[src/rtl/lkv_pkg.sv]
`default_nettype none
package lkv_pkg;

    localparam int DATA_W          = 32;
    localparam int CAP_W           = 4;
    localparam int MAX_ENTRIES_DEF = 8;
    localparam logic [CAP_W-1:0] CAP_RESET = 4'd8;

    localparam logic OP_GET = 1'b0;
    localparam logic OP_PUT = 1'b1;

    // per-cell control from the sequencer
    typedef struct packed {
        logic cmp_en;    // capture key match this cycle
        logic shift_en;  // load entry from the neighbor above
        logic keep;      // loaded entry stays valid
    } t_cell_ctl;

endpackage
`default_nettype wire

[src/rtl/lkv_cell.sv]
`default_nettype none
module lkv_cell (
    input  wire logic                      i_clk,
    input  wire logic                      i_rst_n,
    input  wire lkv_pkg::t_cell_ctl        i_ctl,
    input  wire logic [lkv_pkg::DATA_W-1:0] i_key,
    input  wire logic                      i_up_valid,
    input  wire logic [lkv_pkg::DATA_W-1:0] i_up_key,
    input  wire logic [lkv_pkg::DATA_W-1:0] i_up_value,
    output logic                           o_valid,
    output logic [lkv_pkg::DATA_W-1:0]     o_key,
    output logic [lkv_pkg::DATA_W-1:0]     o_value,
    output logic                           o_match
);
    import lkv_pkg::*;

    logic              r_valid;
    logic              r_match;
    logic [DATA_W-1:0] r_key;
    logic [DATA_W-1:0] r_value;

    always_ff @(posedge i_clk) begin
        if (!i_rst_n) begin
            r_valid <= 1'b0;
            r_match <= 1'b0;
        end else begin
            if (i_ctl.cmp_en) begin
                r_match <= r_valid && (r_key == i_key);
            end
            if (i_ctl.shift_en) begin
                r_valid <= i_up_valid & i_ctl.keep;
            end
        end
    end

    always_ff @(posedge i_clk) begin
        if (i_ctl.shift_en) begin
            r_key   <= i_up_key;
            r_value <= i_up_value;
        end
    end

    assign o_valid = r_valid;
    assign o_key   = r_key;
    assign o_value = r_value;
    assign o_match = r_match;

endmodule
`default_nettype wire

[src/rtl/lru_key_value_cache_top.sv]
// each request passes three steps in order: accept, key compare, update
// requests are served one at a time: a new request is accepted only in idle, after the
//   update of the last one; the update waits while the result register is full
// reset: synchronous active-low; all slots empty, entry count zero, capacity 8
// no clearing pass: slot contents are only seen behind their valid bits
`default_nettype none
module lru_key_value_cache_top #(
    parameter int MAX_ENTRIES = lkv_pkg::MAX_ENTRIES_DEF
) (
    input  wire logic                        i_clk,
    input  wire logic                        i_rst_n,
    // request stream
    input  wire logic                        i_s_axis_tvalid,
    output logic                             o_s_axis_tready,
    input  wire logic [2*lkv_pkg::DATA_W-1:0] i_s_axis_tdata,  // lookup_key, write_value
    input  wire logic                        i_s_axis_tuser,   // operation
    // result stream
    output logic                             o_m_axis_tvalid,
    input  wire logic                        i_m_axis_tready,
    output logic [lkv_pkg::DATA_W-1:0]       o_m_axis_tdata,   // read_value
    output logic                             o_m_axis_tuser,   // hit
    // configuration
    input  wire logic                        i_cfg_wr_en,
    input  wire logic [lkv_pkg::CAP_W-1:0]   i_cfg_wr_data     // capacity_in_use
);
    import lkv_pkg::*;

    localparam int CNT_W = $clog2(MAX_ENTRIES + 1);
    localparam int EXT_W = (CNT_W > CAP_W) ? CNT_W : CAP_W;

    // one-hot sequencer
    typedef enum logic [2:0] {
        ST_IDLE  = 3'b001,
        ST_MATCH = 3'b010,
        ST_APPLY = 3'b100
    } t_state;

    t_state r_state, n_state;

    // captured request
    logic              r_req_op;
    logic [DATA_W-1:0] r_req_key;
    logic [DATA_W-1:0] r_req_value;

    logic [CAP_W-1:0]  r_cap;
    logic [CNT_W-1:0]  r_count, n_count;

    // result register
    logic              r_out_valid;
    logic              r_out_hit;
    logic [DATA_W-1:0] r_out_data;

    // cell chain wiring, index 0 is most recent
    t_cell_ctl         cell_ctl   [MAX_ENTRIES];
    logic              cell_valid [MAX_ENTRIES];
    logic [DATA_W-1:0] cell_key   [MAX_ENTRIES];
    logic [DATA_W-1:0] cell_value [MAX_ENTRIES];
    logic              cell_match_w [MAX_ENTRIES];
    logic [MAX_ENTRIES-1:0] match_vec;
    logic [MAX_ENTRIES-1:0] valid_vec;
    logic [MAX_ENTRIES-1:0] at_or_above;

    logic              in_beat;
    logic              out_free;
    logic              apply;
    logic              any_hit;
    logic [DATA_W-1:0] hit_value;
    logic [DATA_W-1:0] head_value;
    logic [CNT_W-1:0]  eff_cap;
    logic [CNT_W-1:0]  put_count;
    logic [CNT_W:0]    count_inc;
    logic [EXT_W-1:0]  cap_ext;

    assign in_beat         = i_s_axis_tvalid && o_s_axis_tready;
    assign o_s_axis_tready = (r_state == ST_IDLE);
    assign out_free        = !r_out_valid || i_m_axis_tready;
    assign apply           = (r_state == ST_APPLY) && out_free;

    always_comb begin
        n_state = r_state;
        unique case (r_state)
            ST_IDLE:  if (i_s_axis_tvalid) n_state = ST_MATCH;
            ST_MATCH: n_state = ST_APPLY;
            ST_APPLY: if (out_free) n_state = ST_IDLE;
            default:  n_state = ST_IDLE;
        endcase
    end

    // hit detection and value pick from the registered match flags
    always_comb begin
        hit_value = '0;
        for (int i = 0; i < MAX_ENTRIES; i++) begin
            match_vec[i] = cell_match_w[i];
            valid_vec[i] = cell_valid[i];
            hit_value    = hit_value | (cell_value[i] & {DATA_W{cell_match_w[i]}});
        end
        for (int i = 0; i < MAX_ENTRIES; i++) begin
            // cell i sits at or above the matched slot
            at_or_above[i] = |(match_vec & ({MAX_ENTRIES{1'b1}} << i));
        end
    end

    assign any_hit    = |match_vec;
    assign head_value = (r_req_op == OP_PUT) ? r_req_value : hit_value;

    // clamp the capacity register into 1..MAX_ENTRIES
    assign cap_ext = EXT_W'(r_cap);
    always_comb begin
        if (r_cap == '0) begin
            eff_cap = CNT_W'(1);
        end else if (cap_ext > EXT_W'(MAX_ENTRIES)) begin
            eff_cap = CNT_W'(MAX_ENTRIES);
        end else begin
            eff_cap = CNT_W'(cap_ext);
        end
    end

    // new key grows the count unless that passes capacity, then the tail drops
    assign count_inc = {1'b0, r_count} + (CNT_W+1)'(1);
    assign put_count = (count_inc > {1'b0, eff_cap}) ? r_count : count_inc[CNT_W-1:0];

    always_comb begin
        n_count = r_count;
        if (apply && (r_req_op == OP_PUT) && !any_hit) begin
            n_count = put_count;
        end
    end

    // per-cell control
    always_comb begin
        for (int i = 0; i < MAX_ENTRIES; i++) begin
            cell_ctl[i].cmp_en = (r_state == ST_MATCH);
            if (any_hit) begin
                // promote: slots down to the matched one move by one
                cell_ctl[i].shift_en = apply && at_or_above[i];
                cell_ctl[i].keep     = 1'b1;
            end else begin
                // insert: whole chain moves, slots past the new count empty
                cell_ctl[i].shift_en = apply && (r_req_op == OP_PUT);
                cell_ctl[i].keep     = (CNT_W'(i) < put_count);
            end
        end
    end

    genvar g;
    generate
        for (g = 0; g < MAX_ENTRIES; g++) begin : g_cell
            logic              up_valid;
            logic [DATA_W-1:0] up_key;
            logic [DATA_W-1:0] up_value;
            if (g == 0) begin : g_head
                // head slot takes the request key and the chosen value
                assign up_valid = 1'b1;
                assign up_key   = r_req_key;
                assign up_value = head_value;
            end else begin : g_body
                assign up_valid = cell_valid[g-1];
                assign up_key   = cell_key[g-1];
                assign up_value = cell_value[g-1];
            end
            lkv_cell u_cell (
                .i_clk      (i_clk),
                .i_rst_n    (i_rst_n),
                .i_ctl      (cell_ctl[g]),
                .i_key      (r_req_key),
                .i_up_valid (up_valid),
                .i_up_key   (up_key),
                .i_up_value (up_value),
                .o_valid    (cell_valid[g]),
                .o_key      (cell_key[g]),
                .o_value    (cell_value[g]),
                .o_match    (cell_match_w[g])
            );
        end
    endgenerate

    // control registers
    always_ff @(posedge i_clk) begin
        if (!i_rst_n) begin
            r_state     <= ST_IDLE;
            r_count     <= '0;
            r_cap       <= CAP_RESET;
            r_out_valid <= 1'b0;
        end else begin
            r_state <= n_state;
            r_count <= n_count;
            if (i_cfg_wr_en) begin
                r_cap <= i_cfg_wr_data;
            end
            if (apply) begin
                r_out_valid <= 1'b1;
            end else if (i_m_axis_tready) begin
                r_out_valid <= 1'b0;
            end
        end
    end

    // payload registers
    always_ff @(posedge i_clk) begin
        if (in_beat) begin
            r_req_op    <= i_s_axis_tuser;
            r_req_key   <= i_s_axis_tdata[DATA_W-1:0];
            r_req_value <= i_s_axis_tdata[2*DATA_W-1:DATA_W];
        end
        if (apply) begin
            r_out_hit <= any_hit;
            if (r_req_op == OP_PUT) begin
                r_out_data <= '0;
            end else if (any_hit) begin
                r_out_data <= hit_value;
            end else begin
                r_out_data <= '1;  // get miss returns minus one
            end
        end
    end

    assign o_m_axis_tvalid = r_out_valid;
    assign o_m_axis_tuser  = r_out_hit;
    assign o_m_axis_tdata  = r_out_data;

    // keys are unique, so at most one cell can match
    a_match_unique: assert property (@(posedge i_clk) disable iff (!i_rst_n)
        $onehot0(match_vec))
        else $error("more than one cell matched the key");

    // occupied slots stay packed from the most recent end
    a_valid_packed: assert property (@(posedge i_clk) disable iff (!i_rst_n)
        ((valid_vec & (valid_vec + MAX_ENTRIES'(1))) == '0))
        else $error("valid slots not contiguous");

    // entry count tracks the valid slots
    a_count_ok: assert property (@(posedge i_clk) disable iff (!i_rst_n)
        ($countones(valid_vec) == int'(r_count)))
        else $error("entry count out of step with valid slots");

    // an update always leaves a result beat
    a_apply_result: assert property (@(posedge i_clk) disable iff (!i_rst_n)
        apply |=> r_out_valid)
        else $error("update without result beat");

endmodule
`default_nettype wire
[config.mk]
export PLATFORM = sky130hd
export DESIGN_NAME = lru_key_value_cache_top
export DESIGN_NICKNAME = d
export VERILOG_FILES = /design/src/rtl/lkv_pkg.sv /design/src/rtl/lkv_cell.sv /design/src/rtl/lru_key_value_cache_top.sv
export SDC_FILE = /design/constraint.sdc
export NUM_CORES = 1
export LEC_CHECK = 0
export CORE_MARGIN = 2
export CORE_UTILIZATION = 55
export DETAILED_ROUTE_END_ITERATION = 8
export DONT_BUFFER_PORTS = 1
export PLACE_DENSITY = 0.78
export SLEW_MARGIN = 20
export SYNTH_ARGS = -nofsm -noshare
export SYNTH_HDL_FRONTEND = slang
export SYNTH_SLANG_ARGS = --single-unit
[constraint.sdc]
create_clock -name i_clk -period 14.9 [get_ports i_clk]
set_clock_uncertainty 0.15 [all_clocks]
set_input_delay 2.98 -clock i_clk [delete_from_list [all_inputs] [get_ports i_clk]]
set_output_delay 2.98 -clock i_clk [all_outputs]
set_load 0.02 [all_outputs]
==> results.md, run 1 <==
- Initial antenna violation count: 0
- Port bufs: 0
- Most frequent cells after synthesis: 610 x edfxtp_1, 201 x xor2_1, 128 x a22oi_1
- First-pass iteration count of the detailed router: 6
- Syn avg cell area: between 15 and 20 µm²
- Clock slew at reported path FFs: about 60 ps
- Top area cells in the synthesized netlist: edfxtp_1 74%, xor2_1 7.1%, a22oi_1 3.9%, dfxtp_1 2.3%, xnor2_1 2.1%
- EDFF count, synth: between 600 and 700
- # IOs: around 110
- YS warnings: 0
- Core ar.: about 44,000 µm²
- Clock share of power: around two fifths
- Run status: finished clean
- Vias in the first global route: between 10,000 and 15,000
- Initial Util: 55.9%
- Startpoint types: input port
- Clock Path Buffers: 3
- Min Tclk post-route: 5180 ps
- First-pass GRT wire length: 79.0 mm
- Yosys top cell area share: between 70% and 80%
- Switching pwr: approximately 0.72 mW
- GP Congestion: ~0.9
- # DRC: 0
- Synth Register Bits: 638
- Row count: 77
- CTS tree: yes
- WL per Instance: between 20 and 25 µm
- Top FF cell, synth: edfxtp_1
- Reg2reg start: g_cell[5].u_cell.o_match$_SDFFE_PN0N_
- Via count: 13,129
- GRT Residual Overflow: 0
- Post-Syn Nets: between 1,500 and 2,000
- CTS buffer count: 60
- Seq/Total Area, Yosys: between 70% and 80%
- Hold Crit Depth: 0
- RSZ-0062 raised after global routing: false
- # diodes: 0
- # setup viols final: 0
- Root Driver: clkbuf_16
- Sequential share of power: between 50% and 60%
- Fmax: between 150 and 200 MHz
- Worst-skew pair later-pin latency: roughly 620 ps
- Most used standard cell by instance count after synthesis: edfxtp_1
- # hold bufs at CTS: 0
- CP Max Fanout: 38
- Worst r2r path cells: 9
- Non-Filler Instances: about 2,100
- Post-DP HPWL: about 33 mm
- H-tree depth: 2
- Placed cell count: between 2,000 and 2,500
- Met2 routed WL: about 24 mm
- Cell Pwr Density: about 130 nW/µm²
- Hold Path Class: reg -> reg
- Leak pwr: 8.75 nW
- Die width: roughly 220 µm
- Via density: a little over 6
- Internal power: 2.83 mW
- Max VDD drop: 127 µV
- Worst rel slew slack: between 30% and 40%
- Final nets: 1,563
- Combinational share of power: under 10%
- Met1 wire length: between 20 and 25 mm
- Final Slew Violations: 0
- Fin crit share: about a third
- Setup bufs post-CTS: 0
- Setup Total Neg Slack: 0 ps
- Antenna Nets Post-Route: 0
- Largest net degree at the start of global routing: 70
- Area grow syn2layout: 10.1%
- Met3 WL: about 5.0 mm
- Fin. Hold Viols: 0
- Share of cells above drive strength 1: ~10%
- Die Area: about 47,000 µm²
- Synth area leader: edfxtp_1
- Setup crit end kind: flop
- Max_cap viols: 0
- Critical path origin: i_m_axis_tready
- Die Ht: roughly 220 µm
- Mapped Cells: approximately 1,500
- Switching Share: approximately a fifth
- Arrival @ worst endpoint: between 5000 and 6000 ps
- Sink Count: around 640
- Top routing layer used: met4
- Violation count after the first detailed-route iteration: 1,816
- Setup CP Type: in -> reg
- Worst Path Required: approximately 15,000 ps
- Slew @ Worst Pin: around 1000 ps
- Post-CTS resize count: 0
- All-layer global routing usage: between 20% and 30%
- Distinct cells, synth: between 50 and 60
- Hold Startpoint: g_cell[1].u_cell.o_value[27]$_DFFE_PP_
- Post-Route WL: between 50 and 60 mm
- Mapped cell area: approximately 25,000 µm²
- Post-synthesis async set-or-reset flop share: 0%
## placed cells by master, fill, tap and decap left out, types with 5 or more instances in the layout
master / netlist / routed
clkbuf_1: 72 / 13
a21boi_0: 5 / 5
a21oi_4: 0 / 5
clkinv_1: 0 / 13
a22oi_1: 128 / 128
dfxtp_1: 28 / 28
ha_1: 5 / 5
nand2_1: 18 / 18
o21ai_0: 8 / 8
xor2_1: 201 / 201
bufinv_16: 0 / 5
nor2_1: 80 / 78
clkbuf_16: 0 / 60
nor3_1: 7 / 7
mux2i_1: 8 / 8
nor4_1: 52 / 52
a21oi_1: 13 / 8
nor4_2: 5 / 5
mux2_2: 33 / 33
inv_1: 8 / 6
nand3_1: 15 / 15
edfxtp_1: 610 / 610
xnor2_1: 60 / 60
buf_4: 0 / 20
nand4_1: 59 / 59
and3_1: 6 / 5
clkinv_2: 0 / 11
nor2b_1: 10 / 10
## worst paths after layout
path	end	slack [ps]
worst max-delay path	g_cell[7].u_cell.o_valid$_SDFFE_PN0P_	9720
worst min-delay path	g_cell[2].u_cell.o_value[27]$_DFFE_PP_	300
worst max register to register	g_cell[0].u_cell.o_valid$_SDFFE_PN0P_	10430
worst min register to register	g_cell[2].u_cell.o_value[27]$_DFFE_PP_	300
## metal layers
| metal | track usage [%] | up-vias |
|---|---|---|
| li1 | - | 5711 |
| met1 | 31.6 | 6471 |
| met4 | 9.25 | 0 |
| met3 | 3.94 | 132 |
| met2 | 34.6 | 815 |
| met5 | 0 | - |
## per-stage QoR
step | hold WS (ps) | area, µm² | util, % | power (mW) | setup slack (ps)
final | 298 | 27300 | 61.5 | 3.55 | 9720
after global routing | 300 | 27300 | 61.5 | 3.64 | 9520
after CTS | 296 | 27300 | 61.5 | 3.56 | 9720
after detailed placement | 283 | 25400 | 57.3 | 2.11 | 9100
after global placement | 280 | 25400 | 57.3 | 2.10 | 9170
after floorplan | 274 | 24800 | - | 2.08 | 6620
## power groups by stage
| stage | clock, mW | combinational [mW] | sequential [mW] |
|---|---|---|---|
| finish | 1.48 | 0.0725 | 2.00 |
| global route | 1.56 | 0.0793 | 2.00 |
| CTS | 1.49 | 0.0736 | 2.00 |
| detailed placement | 0 | 0.0729 | 2.03 |
| global placement | 0 | 0.0705 | 2.03 |
| floorplan | 0 | 0.0747 | 2.00 |
## sequential cells by signal, indices dropped and copies added, names as in the netlist
register,flops
r_count,4
g_cell.u_cell.o_key,256
cap_ext,4
o_m_axis_tdata,32
r_req_op,1
r_state,3
o_m_axis_tuser,1
g_cell.u_cell.o_value,256
g_cell.u_cell.o_match,8
g_cell.u_cell.o_valid,8
g_cell.up_key,32
o_m_axis_tvalid,1
r_req_value,32
## worst max-delay path, stage by stage
cell      delay (ps)
nand2b_1         190
nand2b_4         160
clkinv_1          90
o21ai_1          320
nor2_4           900
buf_4            570
nand3b_1         150
a21boi_0         180
## cell families after synthesis
logic type / count (synthesis) / share of synthesized area [%]
flip-flops: 638 / 76.1
AND/OR/NAND/NOR: 268 / 5.88
XOR/XNOR: 261 / 9.21
AO/OA/AOI/OAI: 180 / 5.25
buffers and inverters: 96 / 1.54
multiplexers: 41 / 1.82
adder cells (fa/ha/maj): 5 / 0.252
## cell type report
class | count | area (µm²)
Inverter | 9 | 33.8
Clock buffer | 75 | 1580
Fill cell | 3046 | 17100
Clock inverter | 33 | 315
Multi-Input combinational cell | 755 | 5640
Tap cell | 592 | 741
Sequential cell | 638 | 18900
Timing Repair Buffer | 20 | 150
Note: power is estimated with default switching activity, not from simulation.
==> inputs of run 2 (changes only) <==
Clock period 14.9 ns to 4.8 ns, I/O delays scaled along.
==> results.md, run 2 (same netlist as run 1, synthesis figures left out) <==
- GP Congestion: 0.883
- Non-Filler Instances: between 2,000 and 2,500
- Port bufs: 0
- CP Max Fanout: 14
- Setup Total Neg Slack: 0 ps
- Fin area: 27,500 µm²
- Fin util: ~62%
- Worst Path Buf+Inv: 1
- Root Driver: clkbuf_16
- Cell Pwr Density: about 400 nW/µm²
- Clock slew at reported path FFs: 70 ps
- Worst-skew pair later-pin latency: around 600 ps
- Via density: 6.14
- Worst Path Required: 5200 ps
- # hold bufs at CTS: 0
- Max VDD drop: 349 µV
- All-layer global routing usage: about 23%
- First-pass iteration count of the detailed router: 5
- WL per Instance: roughly 25 µm
- Share of cells above drive strength 1: a little over a tenth
- Max_cap viols: 0
- Worst r2r path cells: 10
- # DRC: 0
- R2R setup slack: approximately 960 ps
- Commonest non-fill, non-tap cell in the layout: edfxtp_1
- Clock share of power: about 43%
- First-pass GRT wire length: ~80 mm
- RSZ-0062 raised after global routing: false
- # setup viols final: 0
- H-tree depth: 2
- Die Area: 46,800 µm²
- Initial Util: ~56%
- Core ar.: 44,400 µm²
- Slew @ Worst Pin: 1140 ps
- Post-CTS resize count: 0
- Violation count after the first detailed-route iteration: 1,611
- Most frequent cells in the layout: 610 x edfxtp_1, 201 x xor2_1, 128 x a22oi_1
- Via count: about 13,000
- Setup crit end kind: flop
- Min Tclk post-route: ~3800 ps
- Clock Path Buffers: 3
- Post-DP HPWL: approximately 34 mm
- # diodes: 0
- Die Ht: 216 µm
- Final Slew Violations: 0
- Row count: 77
- Largest net degree at the start of global routing: 63
- # IOs: 109
- Worst rel slew slack: a little under a quarter
- Switching pwr: between 2 and 2.5 mW
- CTS buffer count: 60
- Setup bufs post-CTS: 0
- Hold Startpoint: i_rst_n
- Setup CP Type: reg -> reg
- Total Power: approximately 11 mW
- Hold Path Class: in -> reg
- Top Family by Delay on Critical Path: compound AO/OA/AOI/OAI gates
- Switching Share: 20.0%
- Final nets: approximately 1,600
- Post-Route WL: 52.2 mm
- Vias in the first global route: about 13,000
- CTS tree: yes
- Slowest CP cell: o21ai_1
- GRT Residual Overflow: 0
- Sink Count: roughly 640
- Reg2reg start: r_count[0]$_SDFFE_PN0P_
- Fmax: around 260 MHz
- Crit path top cell by count: ha_1
- Area after DPL: around 26,000 µm²
- Worst path max stage delay: roughly 800 ps
- Arrival @ worst endpoint: around 4200 ps
- Fin crit share: about four fifths
- Die width: roughly 220 µm
- Crit path cell chain: ha_1 > xnor2_1 > inv_1 > ha_1 > a21o_1 > a211o_1 > o21ai_1 > mux2_2 > a21oi_1 > a41o_1
- Fin. Hold Viols: 0
- Startpoint types: flop
- Hold EP: r_state[0]$_SDFFE_PN1P_
- FF-to-FF End: g_cell[2].u_cell.o_valid$_SDFFE_PN0P_
- Sequential share of power: 55.3%
- Run status: finished clean
- Initial antenna violation count: 0
- Area grow syn2layout: 10.8%
- Placed cell count: roughly 2,000
- Combinational share of power: approximately 2.1%
- Leak pwr: 8.82 nW
- Hold Crit Depth: 1
- Antenna Nets Post-Route: 0
- Internal power: ~9.0 mW
[run 2: cell count changes in the layout (fill, tap and decap cells not counted), sizes merged]
cell	before	now
clkbuf	75	79
clkinv	27	21
bufinv	5	7
buf	20	26
clkinvlp	1	4
inv	9	8
[run 2: per-stage QoR]
stage | hold slack, ps | setup WS, ps
finish | 266 | 959
global route | 247 | 660
CTS | 237 | 1010
detailed placement | 286 | 1010
global placement | 278 | 1180
floorplan | 274 | -1460
[run 2: final cells by class]
class                           count  area (µm²)
Clock buffer                       79        1630
Clock inverter                     31         344
Fill cell                        3049       16900
Inverter                            9        33.8
Multi-Input combinational cell    755        5640
Sequential cell                   638       18900
Tap cell                          592         741
Timing Repair Buffer               26         233
[run 2: worst max-delay path by stage]
stage	startpoint	endpoint	slack, ps	depth (start not counted)
2_1_floorplan	i_m_axis_tready	g_cell[4].u_cell.o_valid$_SDFFE_PN0P_	-1460	6
3_3_place_gp	r_count[0]$_SDFFE_PN0P_	g_cell[2].u_cell.o_valid$_SDFFE_PN0P_	1180	10
3_5_place_dp	r_count[0]$_SDFFE_PN0P_	g_cell[2].u_cell.o_valid$_SDFFE_PN0P_	1010	10
4_1_cts	r_count[0]$_SDFFE_PN0P_	g_cell[2].u_cell.o_valid$_SDFFE_PN0P_	1010	10
5_1_grt	r_count[0]$_SDFFE_PN0P_	g_cell[6].u_cell.o_valid$_SDFFE_PN0P_	660	10
6_report	r_count[0]$_SDFFE_PN0P_	g_cell[2].u_cell.o_valid$_SDFFE_PN0P_	960	10
[run 2: routing by layer]
metal | global-route usage (%) | up-vias | wire (µm)
met5 | 0 | - | 0
met2 | 34.9 | 721 | 24000
met3 | 3.76 | 118 | 4330
li1 | - | 5717 | -
met4 | 8.79 | 0 | 1830
met1 | 32.3 | 6531 | 22100
[run 2: power groups by stage]
stage	Combinational, mW	Sequential (mW)	Clock, mW
after global routing	0.252	6.20	5.01
after CTS	0.233	6.20	4.81
after detailed placement	0.230	6.31	0
final	0.231	6.20	4.78
after floorplan	0.232	6.22	0
after global placement	0.223	6.31	0
